--- src/hdl/rmf_pkg.sv ---
package rmf_pkg;

	localparam int MAX_WINDOW   = 31;
	localparam int SAMPLE_WIDTH = 32;
	localparam int CFG_W        = 5;
	localparam int IDX_W        = $clog2(MAX_WINDOW + 1);
	localparam int SEL_W        = $clog2(MAX_WINDOW);

	// what one cell shows its neighbors
	typedef struct packed {
		logic signed [SAMPLE_WIDTH-1:0] val;
		logic [IDX_W-1:0]               age;
		logic                           lt;
		logic                           dp;
	} link_t;

	// shared control broadcast to every cell
	typedef struct packed {
		logic                           upd;
		logic                           full;
		logic [IDX_W-1:0]               last_age;
		logic signed [SAMPLE_WIDTH-1:0] x;
	} ctrl_t;

	// odd window length, limited to 1..MAX_WINDOW
	function automatic logic [IDX_W-1:0] eff_window(input logic [CFG_W-1:0] ws);
		logic [CFG_W-1:0] sz;
		logic [IDX_W-1:0] res;
		sz = ws;
		if (sz == '0) begin
			res = IDX_W'(1);
		end else begin
			if (!sz[0]) begin
				sz = sz - CFG_W'(1);
			end
			if (int'(sz) > MAX_WINDOW) begin
				res = IDX_W'(1);
			end else begin
				res = IDX_W'(sz);
			end
		end
		return res;
	endfunction

endpackage

--- src/hdl/rmf_cell.sv ---
module rmf_cell (
	input  logic               clk,
	input  logic               arst_n,
	input  rmf_pkg::ctrl_t     ctrl,
	input  logic               valid,
	input  logic               first,
	input  rmf_pkg::link_t     prev,
	input  rmf_pkg::link_t     next,
	output rmf_pkg::link_t     self,
	output logic signed [rmf_pkg::SAMPLE_WIDTH-1:0] nxt_val
);

	logic signed [rmf_pkg::SAMPLE_WIDTH-1:0] val_q;
	logic [rmf_pkg::IDX_W-1:0]               age_q;
	logic                                    is_old;
	logic                                    b_lt, pb_lt;
	logic signed [rmf_pkg::SAMPLE_WIDTH-1:0] b_val, pb_val;
	logic [rmf_pkg::IDX_W-1:0]               b_age, pb_age, nxt_age;

	// own compare against the new sample and the oldest-entry mark
	always_comb begin
		is_old   = ctrl.full && valid && (age_q == ctrl.last_age);
		self.val = val_q;
		self.age = age_q;
		self.lt  = valid && (val_q < ctrl.x);
		self.dp  = (first ? 1'b0 : prev.dp) | is_old;
	end

	// list with the oldest entry taken out, at this cell and the one before
	always_comb begin
		b_val  = self.dp ? next.val : val_q;
		b_age  = self.dp ? next.age : age_q;
		b_lt   = self.dp ? next.lt  : self.lt;
		pb_val = prev.dp ? val_q    : prev.val;
		pb_age = prev.dp ? age_q    : prev.age;
		pb_lt  = first ? 1'b1 : (prev.dp ? self.lt : prev.lt);
	end

	// insert the new sample in sorted order
	always_comb begin
		if (b_lt) begin
			nxt_val = b_val;
			nxt_age = b_age + rmf_pkg::IDX_W'(1);
		end else if (pb_lt) begin
			nxt_val = ctrl.x;
			nxt_age = '0;
		end else begin
			nxt_val = pb_val;
			nxt_age = pb_age + rmf_pkg::IDX_W'(1);
		end
	end

	always_ff @(posedge clk or negedge arst_n) begin
		if (!arst_n) begin
			age_q <= '0;
		end else if (ctrl.upd) begin
			age_q <= nxt_age;
		end
	end

	always_ff @(posedge clk) begin
		if (ctrl.upd) begin
			val_q <= nxt_val;
		end
	end

endmodule

--- config.mk ---
export PLATFORM = sky130hd
export DESIGN_NAME = rmf_cell
export DESIGN_NICKNAME = d
export VERILOG_FILES = /design/src/hdl/rmf_pkg.sv /design/src/hdl/rmf_cell.sv
export SDC_FILE = /design/constraint.sdc
export NUM_CORES = 1
export LEC_CHECK = 0
export BUFFER_PORTS_ARGS = -buffer_cell sky130_fd_sc_hd__buf_2
export CORE_ASPECT_RATIO = 1.75
export CORE_MARGIN = 3
export CORE_UTILIZATION = 43
export DETAILED_ROUTE_END_ITERATION = 10
export GPL_TIMING_DRIVEN = 1
export PLACE_DENSITY = 0.79
export SLEW_MARGIN = 30
export SYNTH_ARGS = -nofsm -noshare
export SYNTH_HDL_FRONTEND = slang
export SYNTH_SLANG_ARGS = --single-unit
--- constraint.sdc ---
create_clock -name clk -period 2.8 [get_ports clk]
set_input_delay 0.28 -clock clk [delete_from_list [all_inputs] [get_ports clk]]
set_output_delay 0.28 -clock clk [all_outputs]
set_load 0.1 [all_outputs]
-- After elaboration in Yosys (flattened, before gate mapping)
Cells that the tools add are included.
W data, S select, Z words.
- bits in registers: 37
- input bits: 121
- output and inout port bits: 71
- word-level logic and storage cells: 22
- $add $sub $neg: 2
- $lt $le $gt $ge: 1
- eq/ne operators: 1
- mux-type cells: 12
- bitwise gates (word level): 1
- reductions and logical operators: 3
- operators by type and width (kind ; count):
    $mux W32 ; 4
    $lt A32 B32 Y1 ; 1
    $mux W5 ; 4
    $add A5 B1 Y5 const B ; 2
    $eq A5 B5 Y1 ; 1
    $mux W1 ; 4
    $logic_and A1 B1 Y1 ; 3
    $or A1 B1 Y1 ; 1

-- Depth between registers and ports, before layout
- depth in word-level cells: 6
- depth in mapped cells: 13
- gate-level depth less buffers: 12

-- Worst setup path after synthesis
OpenSTA, ideal clock, no wires.
- path kind: register to register
- start: register val_q[30] in the netlist's numbering
- end: register val_q[10] in the netlist's numbering (data pin)
- setup time: 0.494 ns
- arrival: 4.585 ns
- required time: 2.306 ns
- slack: -2.279 ns
- cell stages (with the launch flop): 13
- buffers on the path: 2
- period minus slack after synthesis: 5.079 ns
- path through: edfxtp_1 ha_1 a21oi_2 nand2_1 a221o_1 a311oi_1 o31a_1 xor2_2 a2bb2oi_2 buf_4 buf_2 a211oi_1 a21oi_1
- cells in the longest elaborated chain, start to end: 6
- elaborated cells between the ends (all ways): 7
- those cells by class: order compare: 1; mux: 5; reduce/logical: 1
- ends and longest elaborated chain (item ; line ; RTL):
    from (decl) ; rmf_cell.sv:13 ; logic signed [rmf_pkg::SAMPLE_WIDTH-1:0] val_q;
    from (signal assigned) ; rmf_cell.sv:63 ; val_q <= nxt_val;
    $lt A32 B32 Y1 * ; rmf_cell.sv:25 ; self.lt = valid && (val_q < ctrl.x);
    $logic_and A1 B1 Y1 * ; rmf_cell.sv:25 ;
    $mux W1 (2 in series) ; rmf_cell.sv:36 ; pb_lt = first ? 1'b1 : (prev.dp ? self.lt : prev.lt);
    $mux W32 ; rmf_cell.sv:44 ; end else if (pb_lt) begin
    $mux W32 * ; rmf_cell.sv:41 ; if (b_lt) begin
    via nxt_val, one bit ; rmf_cell.sv:10 ; output logic signed [rmf_pkg::SAMPLE_WIDTH-1:0] nxt_val
Mark *: on every way through the listed nets, which the timed path passes. The rest lies on a longest branch.
A chain may end at the register's enable or synchronous reset.

-- Final worst setup path
- start: register val_q[2] in the netlist's numbering
- end: output nxt_val[20] in the netlist's numbering
- cells in the longest elaborated chain, start to end: 6
- elaborated cells between the ends (all ways): 7
- those cells by class: order compare: 1; mux: 5; reduce/logical: 1
- ends and longest elaborated chain (item ; line):
    $lt A32 B32 Y1 * ; rmf_cell.sv:25
    $logic_and A1 B1 Y1 * ; rmf_cell.sv:25
    $mux W1 (2 in series) ; rmf_cell.sv:36
    $mux W32 ; rmf_cell.sv:44
    $mux W32 * ; rmf_cell.sv:41
    to (decl) ; rmf_cell.sv:10
Mark *: on every way between the ends. The rest lies on a longest branch, timed or not.

==> metrics.cfg <==
[status]
status = finished with violations
violations = setup timing

[sta]
max-slew-margin-rel_pct = 59.9
finalCriticalPeriod_ns = 3.79
fin_crit_sh_pct = 135
setup_viol = 70
final_hold_viol_count = 0
tightest_slew_ns = 0.602
maxSlewViolCount = 0
rsz0062_at_grt = yes
clock.fmax_mhz = 264
setup_slack_ns = -0.989
fin_skew_ns = 0.00428
setup_tns_ns = -47.84

[logic_synthesis]
synth_top_area_cell = edfxtp_1
syn_nets = 561
yosys.area_share.simple_pct = 11.1
synth_compound_area_share_pct = 19.0
synth_mux_area_share_pct = 20.0
synthArstFlopShare_pct = 13.5
seq_area_frac_synth_pct = 28.5
yosys-top-cells-area = edfxtp_1, ha_1, mux2i_1, mux2_2, a211oi_1
syn_inst = 407
synth_xor_area_share_pct = 2.26
ys_ff_latch = 37
synth_top_family_by_area = multiplexers
netlist_area_sq_um = 3810
yosysUniqueCellTypes = 50
synth_area_per_cell_sq_um = 9.37
synthTopCellsByCount = a21oi_1, mux2i_1, inv_1
yosys_warnings = 0
ys.flop_type = edfxtp_1
synth_top_area_share_pct = 25.2
post-synth-top-count-cell = a21oi_1
synth-adder-area-share_pct = 10.8
synth_edf_count = 32

[hold_path]
holdCritPathClass = input port to asynchronous set/reset pin

[detailed_routing]
drtIter0Drc = 281
remaining_drc_errors = 0
vias = 4700
routed_via_density = 5.71
wl_met1_um = 5640
firstDrtPassIters = 5
avgRoutedWirePerCell_um = 21.6
ant_nets = 0
top_layer_used = met4
dr_wl_met2_um = 10100
wl_met3_um = 944
wirelength_um = 17800

[setup_path]
reg2reg_depth = 14
reg2reg_to = val_q[11]
reg2reg_slack_ns = -0.68
cp.buffers_inverters = 2
crit_arrival_ns = 3.51
required_ns = 2.52
crit_path_frequent_cell = buf_12
critical-path-max-stage-delay_ns = 0.44
crit_type = flip-flop to primary output
crit_family = compound AO/OA/AOI/OAI gates
critPathLaunchType = flip-flop
critPathMaxFanout = 16
end_kind = primary output
cp_cell_sequence = ha_4 > a211o_1 > a31oi_2 > o221ai_2 > a211oi_2 > o31a_1 > xor2_2 > o21a_4 > buf_12 > mux2i_2 > a21oi_4 > buf_12
reg2reg_from = val_q[2]
cp_slowest_cell = edfxtp_1

[power]
seqPwrFrac_pct = 13.7
intPower_mw = 2.84
p_switching_mw = 3.29
peakVddDrop_mv = 0.739
sw_frac_of_total_pct = 53.7
power_leakage_nw = 3.28
power_frac_clock_pct = 9.1
pwr-share-comb_pct = 77.2
p_per_area_nw_per_um2 = 814

[floorplanning]
start_util_pct = 45.0
dieArea_sq_um = 10100
core_sq_um = 8480
io-pin-count = 192
rows = 44
fp.dieH_um = 131
die_w_um = 77.2

[layout]
syn_to_final_growth_pct = 97.3
nets = 856
fill_cells = 393
regArea_sq_um = 1100
final_area_sq_um = 7530
drive_gt1_share_pct = 64.0
multi_input_area_sq_um = 3320

[flow_run]
maxCapViolations = 0

[global_route]
grt_pass1_wl_um = 25600
grt_max_degree = 44
antenna_found_initial = 3
grt_pass1_vias = 5047
grt_usage_pct = 32.8
grt_overflow = 0

[place]
hpwl_um = 10700
dp_worst_setup_slack_ns = -0.719
place_area_sq_um = 6430
place_congestion = 0.843
port_buffers = 190

[clock_tree]
htree_levels = 2
cts.sinks = 37
clockBufferDepth = 2
numCtsBuffers = 5
insertion_delay_ns = 0.28
cts-root-buf = clkbuf_16
cts_tree = built
clkTransAtPathRegs_ns = 0.06

## power groups by stage
stage | Combinational, mW | Sequential [mW] | Clock [mW]
2_1_floorplan | 2.06 | 1.56 | 0
3_3_place_gp | 4.03 | 0.835 | 0
3_5_place_dp | 4.10 | 0.843 | 0
4_1_cts | 4.57 | 0.833 | 0.555
5_1_grt | 4.87 | 0.854 | 0.576
6_report | 4.73 | 0.842 | 0.556
## flip-flops by register name, indices dropped and copies added, names as in the netlist
name,count
age_q,5
val_q,32
## per-layer routing
layer  vias to the layer above  GRT usage (%)
met4                         0           20.5
met3                        76           5.08
li1                       2097              -
met5                         -              0
met1                      2272           31.5
met2                       255           64.1
## worst max-delay path by stage
stage / from / endpoint / slack [ns] / cells past startpoint
after global placement: val_q[2] / nxt_val[5] / -0.67 / 12
after global routing: val_q[21] / nxt_val[20] / -1.09 / 12
final: val_q[2] / nxt_val[20] / -0.99 / 12
after CTS: val_q[21] / nxt_val[21] / -0.82 / 12
after detailed placement: ctrl[2] / nxt_val[5] / -0.72 / 14
after floorplan: val_q[2] / val_q[10] / -1.09 / 12
## logic make-up after synthesis
kind of cell | Yosys count
multiplexers | 72
AO/OA/AOI/OAI | 113
buffers and inverters | 65
XOR/XNOR | 9
AND/OR/NAND/NOR | 78
adder cells (fa/ha/maj) | 33
flip-flops | 37
## repair_timing
item                                    in CTS  in global routing
pin swaps                                   17                 11
gates cloned                                 6                  1
setup buffers                               30                  9
hold buffers                                 1                  0
resized for setup                           71                 23
endpoints found under the setup margin      70                 70
hold endpoints to repair                     5                  0
## placed cells by master (no fill, tap or decap), drive strengths merged, types with 6 or more instances in the layout
cell type,Yosys,layout
a211oi,33,33
a21oi,50,50
buf,14,311
clkbuf,11,9
edfxtp,32,32
ha,33,33
inv,38,38
mux2,34,34
mux2i,38,38
nand2,13,13
nand3,8,8
nor2,11,11
nor2b,34,34
o21ai,7,7
xnor2,6,6
## through the flow
stage / util (%) / power [mW] / hold slack, ns / cells
after floorplan: - / 3.62 / -0.0156 / 407
after global placement: 75.9 / 4.86 / 0.102 / 773
after detailed placement: 75.9 / 4.95 / 0.105 / 773
after CTS: 87.1 / 5.96 / 0.343 / 813
after global routing: 88.7 / 6.30 / 0.371 / 821
final: 88.8 / 6.13 / 0.338 / 823
## layout make-up
cell class,count,share of cell area (%)
multi-input cells,305,44.1
repair buffers,313,35.4
flip-flops and latches,37,14.6
inverters,40,1.99
well taps,115,1.91
clock buffers,8,1.81
diodes,5,0.166
Note: power is estimated with default switching activity, not from simulation.
